==> src/rtl/bcg_pkg.sv <==
// Shared widths, constants and types for the battery charge gauge.
package bcg_pkg;

    localparam int VCODE_W = 16;    // width of a raw voltage code field
    localparam int CUR_W   = 16;    // width of a raw current code field
    localparam int PCT_W   = 14;    // charge percent, 0.01 % units
    localparam int CAP_W   = 17;    // capacity, 0.1 h units
    localparam int HRS_W   = 17;    // hours left, 0.1 h units
    localparam int CFG_W   = 17;    // widest configuration register
    localparam int IDX_W   = 3;     // configuration register index

    localparam logic [PCT_W-1:0] PCT_FULL = 14'd10000;
    localparam logic [CAP_W-1:0] CAP_MAX  = 17'd100000;

    // hours = floor((cap * pct + 5000) / 10000), the divide done as a multiply
    // by ceil(2^44 / 10000); exact for dividends below 2^30
    localparam int                  HRS_X_W     = 30;
    localparam int                  HRS_RECIP_W = 31;
    localparam int                  HRS_SHIFT   = 44;
    localparam logic [HRS_X_W-1:0]  HRS_BIAS    = 30'd5000;
    localparam logic [HRS_RECIP_W-1:0] HRS_RECIP = 31'd1759218605;

    // configuration register indexes
    localparam logic [IDX_W-1:0] REG_EMPTY     = 3'd0;
    localparam logic [IDX_W-1:0] REG_FULL      = 3'd1;
    localparam logic [IDX_W-1:0] REG_KNEE      = 3'd2;
    localparam logic [IDX_W-1:0] REG_TAIL      = 3'd3;
    localparam logic [IDX_W-1:0] REG_CAPACITY  = 3'd4;
    localparam logic [IDX_W-1:0] REG_THRESHOLD = 3'd5;

    // reset values of the configuration registers
    localparam logic [VCODE_W-1:0] RST_EMPTY     = 16'd16800;
    localparam logic [VCODE_W-1:0] RST_FULL      = 16'd25760;
    localparam logic [VCODE_W-1:0] RST_KNEE      = 16'd19200;
    localparam logic [PCT_W-1:0]   RST_TAIL      = 14'd1000;
    localparam logic [CAP_W-1:0]   RST_CAPACITY  = 17'd100;
    localparam logic [CUR_W-1:0]   RST_THRESHOLD = 16'hFCCD;   // -819

    // sideband that travels with a sample along the divider cells
    typedef struct packed {
        logic [PCT_W-1:0] base;   // percent offset of the selected segment
        logic [PCT_W-1:0] quot;   // quotient bits resolved so far
        logic             chg;    // charging flag
    } bcg_side_t;

endpackage

==> src/rtl/bcg_front.sv <==
// Segment selection and dividend build ahead of the divider cells.
module bcg_front #(
    parameter int VW = 16
) (
    input  logic                               clk,
    input  logic                               rst_n,
    input  logic                               in_valid,
    input  logic [VW-1:0]                      volt,
    input  logic signed [bcg_pkg::CUR_W-1:0]   cur,
    input  logic [VW-1:0]                      empty_v,
    input  logic [VW-1:0]                      full_v,
    input  logic [VW-1:0]                      knee_v,
    input  logic [bcg_pkg::PCT_W-1:0]          tail,
    input  logic signed [bcg_pkg::CUR_W-1:0]   thr,
    output logic                               out_valid,
    output logic [VW+14:0]                     rem,
    output logic [VW:0]                        den,
    output bcg_pkg::bcg_side_t                 side
);

    localparam int PW    = bcg_pkg::PCT_W;
    localparam int NUM_W = VW + 15;
    localparam int PRD_W = PW + VW;

    logic [PW-1:0] tail_sat;
    logic [PW-1:0] rest;
    logic          two_seg;
    logic [PW-1:0] base_next;
    logic [PW-1:0] share_next;
    logic [VW-1:0] off_next;
    logic [VW-1:0] span_next;
    logic          chg_next;

    logic          s1_valid_reg;
    logic [PW-1:0] s1_base_reg;
    logic [PW-1:0] s1_share_reg;
    logic [VW-1:0] s1_off_reg;
    logic [VW-1:0] s1_span_reg;
    logic          s1_chg_reg;

    logic [PRD_W-1:0]   prod;
    logic [NUM_W-1:0]   rem_next;
    logic               valid_reg;
    logic [NUM_W-1:0]   rem_reg;
    logic [VW:0]        den_reg;
    bcg_pkg::bcg_side_t side_reg;

    always_comb
    begin
        tail_sat   = (tail > bcg_pkg::PCT_FULL) ? bcg_pkg::PCT_FULL : tail;
        rest       = bcg_pkg::PCT_FULL - tail_sat;
        two_seg    = (empty_v < knee_v) && (knee_v < full_v);
        // a flat result divides 0 by 1 and keeps only the base
        base_next  = '0;
        share_next = '0;
        off_next   = '0;
        span_next  = VW'(1);
        priority if (two_seg)
        begin
            priority if (volt >= full_v)
            begin
                base_next = bcg_pkg::PCT_FULL;
            end
            else if (volt >= knee_v)
            begin
                base_next  = tail_sat;
                share_next = rest;
                off_next   = volt - knee_v;
                span_next  = full_v - knee_v;
            end
            else if (volt > empty_v)
            begin
                share_next = tail_sat;
                off_next   = volt - empty_v;
                span_next  = knee_v - empty_v;
            end
            else
            begin
                base_next = '0;
            end
        end
        else if (full_v == empty_v)
        begin
            base_next = '0;
        end
        else if (full_v > empty_v)
        begin
            priority if (volt >= full_v)
            begin
                base_next = bcg_pkg::PCT_FULL;
            end
            else if (volt > empty_v)
            begin
                share_next = bcg_pkg::PCT_FULL;
                off_next   = volt - empty_v;
                span_next  = full_v - empty_v;
            end
            else
            begin
                base_next = '0;
            end
        end
        else
        begin
            // reversed span: percent falls as voltage rises
            priority if (volt <= full_v)
            begin
                base_next = bcg_pkg::PCT_FULL;
            end
            else if (volt < empty_v)
            begin
                share_next = bcg_pkg::PCT_FULL;
                off_next   = empty_v - volt;
                span_next  = empty_v - full_v;
            end
            else
            begin
                base_next = '0;
            end
        end
        chg_next = (thr > 0) ? (cur >= thr) : (cur <= thr);
    end

    always_ff @(posedge clk or negedge rst_n)
    begin
        if (!rst_n)
        begin
            s1_valid_reg <= 1'b0;
            valid_reg    <= 1'b0;
        end
        else
        begin
            s1_valid_reg <= in_valid;
            valid_reg    <= s1_valid_reg;
        end
    end

    // dividend = 2 * share * off + span, divisor = 2 * span (round half up)
    always_comb
    begin
        prod     = PRD_W'(s1_share_reg) * PRD_W'(s1_off_reg);
        rem_next = {prod, 1'b0} + NUM_W'(s1_span_reg);
    end

    always_ff @(posedge clk)
    begin
        s1_base_reg   <= base_next;
        s1_share_reg  <= share_next;
        s1_off_reg    <= off_next;
        s1_span_reg   <= span_next;
        s1_chg_reg    <= chg_next;
        rem_reg       <= rem_next;
        den_reg       <= {s1_span_reg, 1'b0};
        side_reg.base <= s1_base_reg;
        side_reg.quot <= '0;
        side_reg.chg  <= s1_chg_reg;
    end

    assign out_valid = valid_reg;
    assign rem       = rem_reg;
    assign den       = den_reg;
    assign side      = side_reg;

endmodule

==> src/rtl/bcg_div_cell.sv <==
// One restoring-division cell: resolves a single quotient bit per cycle.
module bcg_div_cell #(
    parameter int NUM_W = 31,
    parameter int DEN_W = 17,
    parameter int BIT   = 0
) (
    input  logic               clk,
    input  logic               rst_n,
    input  logic               in_valid,
    input  logic [NUM_W-1:0]   in_rem,
    input  logic [DEN_W-1:0]   in_den,
    input  bcg_pkg::bcg_side_t in_side,
    output logic               out_valid,
    output logic [NUM_W-1:0]   out_rem,
    output logic [DEN_W-1:0]   out_den,
    output bcg_pkg::bcg_side_t out_side
);

    logic [NUM_W-1:0]   den_sh;
    logic               fits;
    logic [NUM_W-1:0]   rem_next;
    bcg_pkg::bcg_side_t side_next;

    logic               valid_reg;
    logic [NUM_W-1:0]   rem_reg;
    logic [DEN_W-1:0]   den_reg;
    bcg_pkg::bcg_side_t side_reg;

    always_comb
    begin
        den_sh    = NUM_W'(in_den) << BIT;
        fits      = (in_rem >= den_sh);
        rem_next  = fits ? (in_rem - den_sh) : in_rem;
        side_next = in_side;
        side_next.quot[BIT] = fits;
    end

    always_ff @(posedge clk or negedge rst_n)
    begin
        if (!rst_n)
        begin
            valid_reg <= 1'b0;
        end
        else
        begin
            valid_reg <= in_valid;
        end
    end

    always_ff @(posedge clk)
    begin
        rem_reg  <= rem_next;
        den_reg  <= in_den;
        side_reg <= side_next;
    end

    assign out_valid = valid_reg;
    assign out_rem   = rem_reg;
    assign out_den   = den_reg;
    assign out_side  = side_reg;

endmodule

==> src/rtl/bcg_back.sv <==
// Percent assembly and runtime scaling after the divider cells.
module bcg_back (
    input  logic                            clk,
    input  logic                            rst_n,
    input  logic                            in_valid,
    input  bcg_pkg::bcg_side_t              in_side,
    input  logic [bcg_pkg::CAP_W-1:0]       capacity,
    output logic                            out_valid,
    output logic [bcg_pkg::PCT_W-1:0]       pct,
    output logic [bcg_pkg::HRS_W-1:0]       hours,
    output logic                            chg
);

    localparam int PW   = bcg_pkg::PCT_W;
    localparam int MW   = bcg_pkg::CAP_W + bcg_pkg::PCT_W;
    localparam int XW   = bcg_pkg::HRS_X_W;
    localparam int PRDW = bcg_pkg::HRS_X_W + bcg_pkg::HRS_RECIP_W;

    logic [bcg_pkg::CAP_W-1:0] cap_sat;
    logic [MW-1:0]             mul;
    logic [PRDW-1:0]           prod;

    logic                      a_valid_reg;
    logic [PW-1:0]             a_pct_reg;
    logic                      a_chg_reg;
    logic                      b_valid_reg;
    logic [PW-1:0]             b_pct_reg;
    logic                      b_chg_reg;
    logic [XW-1:0]             b_x_reg;
    logic                      c_valid_reg;
    logic [PW-1:0]             c_pct_reg;
    logic                      c_chg_reg;
    logic [bcg_pkg::HRS_W-1:0] c_hours_reg;

    always_comb
    begin
        cap_sat = (capacity > bcg_pkg::CAP_MAX) ? bcg_pkg::CAP_MAX : capacity;
        mul     = MW'(cap_sat) * MW'(a_pct_reg);
        prod    = PRDW'(b_x_reg) * PRDW'(bcg_pkg::HRS_RECIP);
    end

    always_ff @(posedge clk or negedge rst_n)
    begin
        if (!rst_n)
        begin
            a_valid_reg <= 1'b0;
            b_valid_reg <= 1'b0;
            c_valid_reg <= 1'b0;
        end
        else
        begin
            a_valid_reg <= in_valid;
            b_valid_reg <= a_valid_reg;
            c_valid_reg <= b_valid_reg;
        end
    end

    always_ff @(posedge clk)
    begin
        a_pct_reg   <= in_side.base + in_side.quot;
        a_chg_reg   <= in_side.chg;
        b_pct_reg   <= a_pct_reg;
        b_chg_reg   <= a_chg_reg;
        b_x_reg     <= XW'(mul) + bcg_pkg::HRS_BIAS;
        c_pct_reg   <= b_pct_reg;
        c_chg_reg   <= b_chg_reg;
        // divide by 10000: multiply by the reciprocal, keep the high bits
        c_hours_reg <= prod[bcg_pkg::HRS_SHIFT +: bcg_pkg::HRS_W];
    end

    assign out_valid = c_valid_reg;
    assign pct       = c_pct_reg;
    assign hours     = c_hours_reg;
    assign chg       = c_chg_reg;

endmodule

==> src/rtl/battery_charge_gauge.sv <==
// Top level of the battery charge gauge: configuration registers and pipeline.
//
// Usage: present a sample on bus_voltage_code and current_code with start high;
// it is taken at any rising edge where start is high and busy is low. busy
// stays low, so a new transaction may start in every cycle.
// Each transaction yields one result: charge_percent (0.01 %), hours_left
// (0.1 h) and is_charging, shown for exactly one cycle with done high.
// Throughput is one transaction per cycle. The percent division runs through a
// row of 14 cells, one quotient bit each, followed by the runtime multiply
// stages. The receiver cannot stall: results leave in acceptance order, one
// per transaction, in the cycle they reach the end of the pipeline.
// Configuration: cfg_write with cfg_index and cfg_data writes one register
// (0 empty, 1 full, 2 knee voltage, 3 tail share, 4 capacity, 5 current
// threshold); other indexes are ignored. Write only while no transaction is
// in flight.
// Reset clears the pipeline and loads the default configuration; voltage
// codes use the low VOLTAGE_BITS bits, at most 16.
module battery_charge_gauge #(
    parameter int VOLTAGE_BITS = 16
) (
    input  logic                              clk,
    input  logic                              rst_n,
    input  logic                              start,
    output logic                              busy,
    input  logic [bcg_pkg::VCODE_W-1:0]       bus_voltage_code,
    input  logic signed [bcg_pkg::CUR_W-1:0]  current_code,
    output logic                              done,
    output logic [bcg_pkg::PCT_W-1:0]         charge_percent,
    output logic [bcg_pkg::HRS_W-1:0]         hours_left,
    output logic                              is_charging,
    input  logic                              cfg_write,
    input  logic [bcg_pkg::IDX_W-1:0]         cfg_index,
    input  logic [bcg_pkg::CFG_W-1:0]         cfg_data
);

    localparam int VW    = (VOLTAGE_BITS < bcg_pkg::VCODE_W) ? VOLTAGE_BITS
                                                             : bcg_pkg::VCODE_W;
    localparam int NUM_W = VW + 15;
    localparam int DEN_W = VW + 1;
    localparam int NCELL = bcg_pkg::PCT_W;

    logic [bcg_pkg::VCODE_W-1:0] empty_reg;
    logic [bcg_pkg::VCODE_W-1:0] full_reg;
    logic [bcg_pkg::VCODE_W-1:0] knee_reg;
    logic [bcg_pkg::PCT_W-1:0]   tail_reg;
    logic [bcg_pkg::CAP_W-1:0]   capacity_reg;
    logic [bcg_pkg::CUR_W-1:0]   threshold_reg;

    logic [NCELL:0]                 valid_chain;
    logic [NCELL:0][NUM_W-1:0]      rem_chain;
    logic [NCELL:0][DEN_W-1:0]      den_chain;
    bcg_pkg::bcg_side_t             side_chain [NCELL+1];

    always_ff @(posedge clk or negedge rst_n)
    begin
        if (!rst_n)
        begin
            empty_reg     <= bcg_pkg::RST_EMPTY;
            full_reg      <= bcg_pkg::RST_FULL;
            knee_reg      <= bcg_pkg::RST_KNEE;
            tail_reg      <= bcg_pkg::RST_TAIL;
            capacity_reg  <= bcg_pkg::RST_CAPACITY;
            threshold_reg <= bcg_pkg::RST_THRESHOLD;
        end
        else if (cfg_write)
        begin
            unique case (cfg_index)
                bcg_pkg::REG_EMPTY:     empty_reg     <= cfg_data[bcg_pkg::VCODE_W-1:0];
                bcg_pkg::REG_FULL:      full_reg      <= cfg_data[bcg_pkg::VCODE_W-1:0];
                bcg_pkg::REG_KNEE:      knee_reg      <= cfg_data[bcg_pkg::VCODE_W-1:0];
                bcg_pkg::REG_TAIL:      tail_reg      <= cfg_data[bcg_pkg::PCT_W-1:0];
                bcg_pkg::REG_CAPACITY:  capacity_reg  <= cfg_data[bcg_pkg::CAP_W-1:0];
                bcg_pkg::REG_THRESHOLD: threshold_reg <= cfg_data[bcg_pkg::CUR_W-1:0];
                default:                ;   // drop writes to unused indexes
            endcase
        end
    end

    // the pipeline takes a transaction every cycle
    assign busy = 1'b0;

    bcg_front #(
        .VW (VW)
    ) u_front (
        .clk       (clk),
        .rst_n     (rst_n),
        .in_valid  (start),
        .volt      (bus_voltage_code[VW-1:0]),
        .cur       (current_code),
        .empty_v   (empty_reg[VW-1:0]),
        .full_v    (full_reg[VW-1:0]),
        .knee_v    (knee_reg[VW-1:0]),
        .tail      (tail_reg),
        .thr       (threshold_reg),
        .out_valid (valid_chain[0]),
        .rem       (rem_chain[0]),
        .den       (den_chain[0]),
        .side      (side_chain[0])
    );

    for (genvar i = 0; i < NCELL; i++)
    begin : g_cell
        bcg_div_cell #(
            .NUM_W (NUM_W),
            .DEN_W (DEN_W),
            .BIT   (NCELL - 1 - i)
        ) u_cell (
            .clk       (clk),
            .rst_n     (rst_n),
            .in_valid  (valid_chain[i]),
            .in_rem    (rem_chain[i]),
            .in_den    (den_chain[i]),
            .in_side   (side_chain[i]),
            .out_valid (valid_chain[i+1]),
            .out_rem   (rem_chain[i+1]),
            .out_den   (den_chain[i+1]),
            .out_side  (side_chain[i+1])
        );
    end

    bcg_back u_back (
        .clk       (clk),
        .rst_n     (rst_n),
        .in_valid  (valid_chain[NCELL]),
        .in_side   (side_chain[NCELL]),
        .capacity  (capacity_reg),
        .out_valid (done),
        .pct       (charge_percent),
        .hours     (hours_left),
        .chg       (is_charging)
    );

endmodule

==> config.mk <==
export PLATFORM = sky130hd
export DESIGN_NAME = battery_charge_gauge
export DESIGN_NICKNAME = d
export VERILOG_FILES = /design/src/rtl/bcg_pkg.sv /design/src/rtl/bcg_front.sv /design/src/rtl/bcg_div_cell.sv /design/src/rtl/bcg_back.sv /design/src/rtl/battery_charge_gauge.sv
export SDC_FILE = /design/constraint.sdc
export NUM_CORES = 2
export LEC_CHECK = 0
export ABC_AREA = 1
export BUFFER_PORTS_ARGS = -buffer_cell sky130_fd_sc_hd__buf_2
export CAP_MARGIN = 10
export CORE_MARGIN = 10
export CORE_UTILIZATION = 55
export DETAILED_ROUTE_END_ITERATION = 6
export PLACE_DENSITY = 0.71
export SYNTH_ARGS = -nofsm -noshare
export SYNTH_HDL_FRONTEND = slang
export SYNTH_SLANG_ARGS = --single-unit
==> constraint.sdc <==
create_clock -name clk -period 11.7 [get_ports clk]
set_input_delay 1.755 -clock clk [delete_from_list [all_inputs] [get_ports clk]]
set_output_delay 1.755 -clock clk [all_outputs]
set_load 0.02 [all_outputs]
==> flow_summary.ini <==
[final_layout]
synthToLayoutAreaGrowth_pct = 8.420
nNetsFinal = 12360
drive_gt1_share_pct = 5.268
largest_reg_flops = 403

[yosys]
async_flop_share_pct = 9.186
synth_top_cells_by_area = dfxtp_1 (26%), fa_1 (18%), ha_1 (13%)
yosysTopAreaCell = dfxtp_1
synth_ff_type = dfxtp_1
synth_edf_count = 0
synth_nets = 12290
seq_area_frac_synth_pct = 29.07
synth_cell_types = 81
syn_inst = 10530
synth_seq_cells = 1241
synth_common_cells = inv_1 (2,101), nand2_1 (1,995), dfxtp_1 (1,127)
synth_top_area_share_pct = 25.77
syn-cell-area_mm2 = 0.08756
ys_warn_count = 0
yosysMostFrequentCell = inv_1
avgSynthCellArea_um2 = 8.316

[clock_tree]
cts_setup_buffers = 0
cts_sinks = 1241
cts_hold_buf = 0
cts_max_path_buffers = 3
root_buffer = clkbuf_16
cts_made_buffers = 130
cts_tree = done
htreeDepth = 4
cts_resized = 0
clock_latency_ps = 810
clk_pin_slew_ps = 60

[worst_hold_path]
hold_class = flop to flop
hold_start = g_cell[3].u_cell.out_side[17]
whs_path_depth = 0
min_to = g_cell[4].u_cell.out_side[17]

[floorplan]
dieArea_mm2 = 0.1755
initial_core_util_pct = 55.28
fp.coreArea_mm2 = 0.1584
rows = 146
die_h_um = 419.0
fp.dieW_um = 419.0
io_pins = 90

[timing]
period_needed_ps = 7473
tightest_slew_ps = 1177
setup_tns_ps = 0
rsz0062_at_grt = no
fmax_mhz = 133.8
clock-skew-final_ps = 59.48
fin_crit_sh_pct = 63.87
relSlewSlack_pct = 21.35
hold_viol = 0
setup_viol = 0
whs_ps = 273.4
final_max_slew_viol_count = 0

[grt]
antenna_found_initial = 16
gr-usage-all-layers_pct = 29.34
grt_pass1_wl_um = 399900
grt_pass1_vias = 69770
grt-ovfl-total = 0
grt_max_degree = 61

[route]
drc = 0
firstDrtPassIters = 6
wl_per_cell_um = 20.25
num_vias = 68480
drtIter0Drc = 4982
vias_per_cell = 5.353
wl_um = 259100
postRouteAntennaNets = 0

[critical_path]
slowest_delay_ps = 710
criticalPathCategory = flop to flop
r2r_cells = 34
slowest_stage = dfrtp_1
end_kind = flop
cp_max_fo = 16
cp.required_ps = 12340
r2r-start = capacity_reg[16]
cp.arrival_ps = 8110
critPathLaunchType = flop
ff2ff_setup_slack_ps = 4230
r2r-end = u_back.b_x_reg[22]

[place]
gpl.final_weighted_congestion = 0.9725
dp_hpwl_um = 218200
port_buffers = 88

[flow_run]
drv_cap = 0

[status]
status = complete, no violations
==> logic make-up (layout without fill, tap and decap cells) <==
kind of cell | after synthesis | count (layout) | synth area share (%)
AOI/OAI and AO/OA | 1464 | 1464 | 9.356
other | 1 | 15 | 0.004283
DFF | 1241 | 1241 | 29.07
xor gates and xnor gates | 379 | 379 | 3.791
muxes | 1 | 1 | 0.01286
buffers and inverters | 2299 | 2478 | 10.12
and+or+nand+nor | 3442 | 3442 | 16.67
adders and majority gates | 1701 | 1701 | 30.98
==> layout by cell type, fill, tap and decap left out, types with 19 or more instances in the layout <==
cell type,count
a21boi_0,20
a21o_1,63
a21oi_1,536
a31oi_1,37
buf_2,87
bufinv_16,25
clkbuf_16,131
dfrtp_1,81
dfstp_2,33
dfxtp_1,1127
fa_1,778
ha_1,923
inv_1,2101
inv_2,28
nand2_1,1995
nand2_2,33
nand3_1,313
nand4_1,104
nor2_1,678
nor2_2,19
nor3_1,122
nor4_1,53
o211ai_1,24
o21a_1,21
o21ai_0,555
o21ai_1,74
o21bai_1,40
or2_2,39
xnor2_1,143
xor2_1,236
==> worst max-delay path by stage <==
stage	start	end	slack (ps)
after floorplan	capacity_reg[5]	u_back.b_x_reg[22]	5350
after global placement	capacity_reg[15]	u_back.b_x_reg[22]	4220
after detailed placement	capacity_reg[15]	u_back.b_x_reg[22]	4330
after CTS	capacity_reg[15]	u_back.b_x_reg[22]	4240
after global routing	capacity_reg[15]	u_back.b_x_reg[22]	3690
final	capacity_reg[16]	u_back.b_x_reg[22]	4230
==> area by class of cell <==
class | count | area (µm²)
timing repair buffer | 102 | 548.0
clock inverter | 80 | 1475
tap | 2072 | 2592
antenna | 14 | 35.03
multi-input combinational | 6988 | 53250
sequential | 1241 | 25460
fill | 14300 | 63450
clock buffer | 161 | 3551
inverter | 2135 | 8021
==> per-layer routing <==
| layer | part of all wire, % | vias up | global-route usage (%) |
|---|---|---|---|
| li1 | - | 33160 | - |
| met1 | 42 | 32780 | 37.46 |
| met2 | 48 | 2043 | 49.82 |
| met3 | 5.4 | 491 | 3.959 |
| met4 | 4.8 | 4 | 12.42 |
| met5 | 0.010 | - | 0 |
==> through the flow <==
step / area (µm²) / setup slack [ps] / util [%] / instances
finish: 94930 / 4227 / 59.94 / 12790
global placement: 89870 / 4220 / 56.74 / 12540
detailed placement: 89870 / 4328 / 56.74 / 12540
floorplan: 87560 / 5355 / - / 10530
global route: 94910 / 3690 / 59.93 / 12790
CTS: 94890 / 4238 / 59.91 / 12780
==> worst max-delay path, delay by kind of cell (launching register included) <==
family	cells	cell delay (ps)
DFF	1	710
and+or+nand+nor	16	2020
AOI/OAI and AO/OA	2	420
adders and majority gates	7	3310
xor gates and xnor gates	1	140
buffers and inverters	8	700
Power is not shown: default switching activity piles up to over one toggle a cycle in this logic, so the estimate is an artifact.
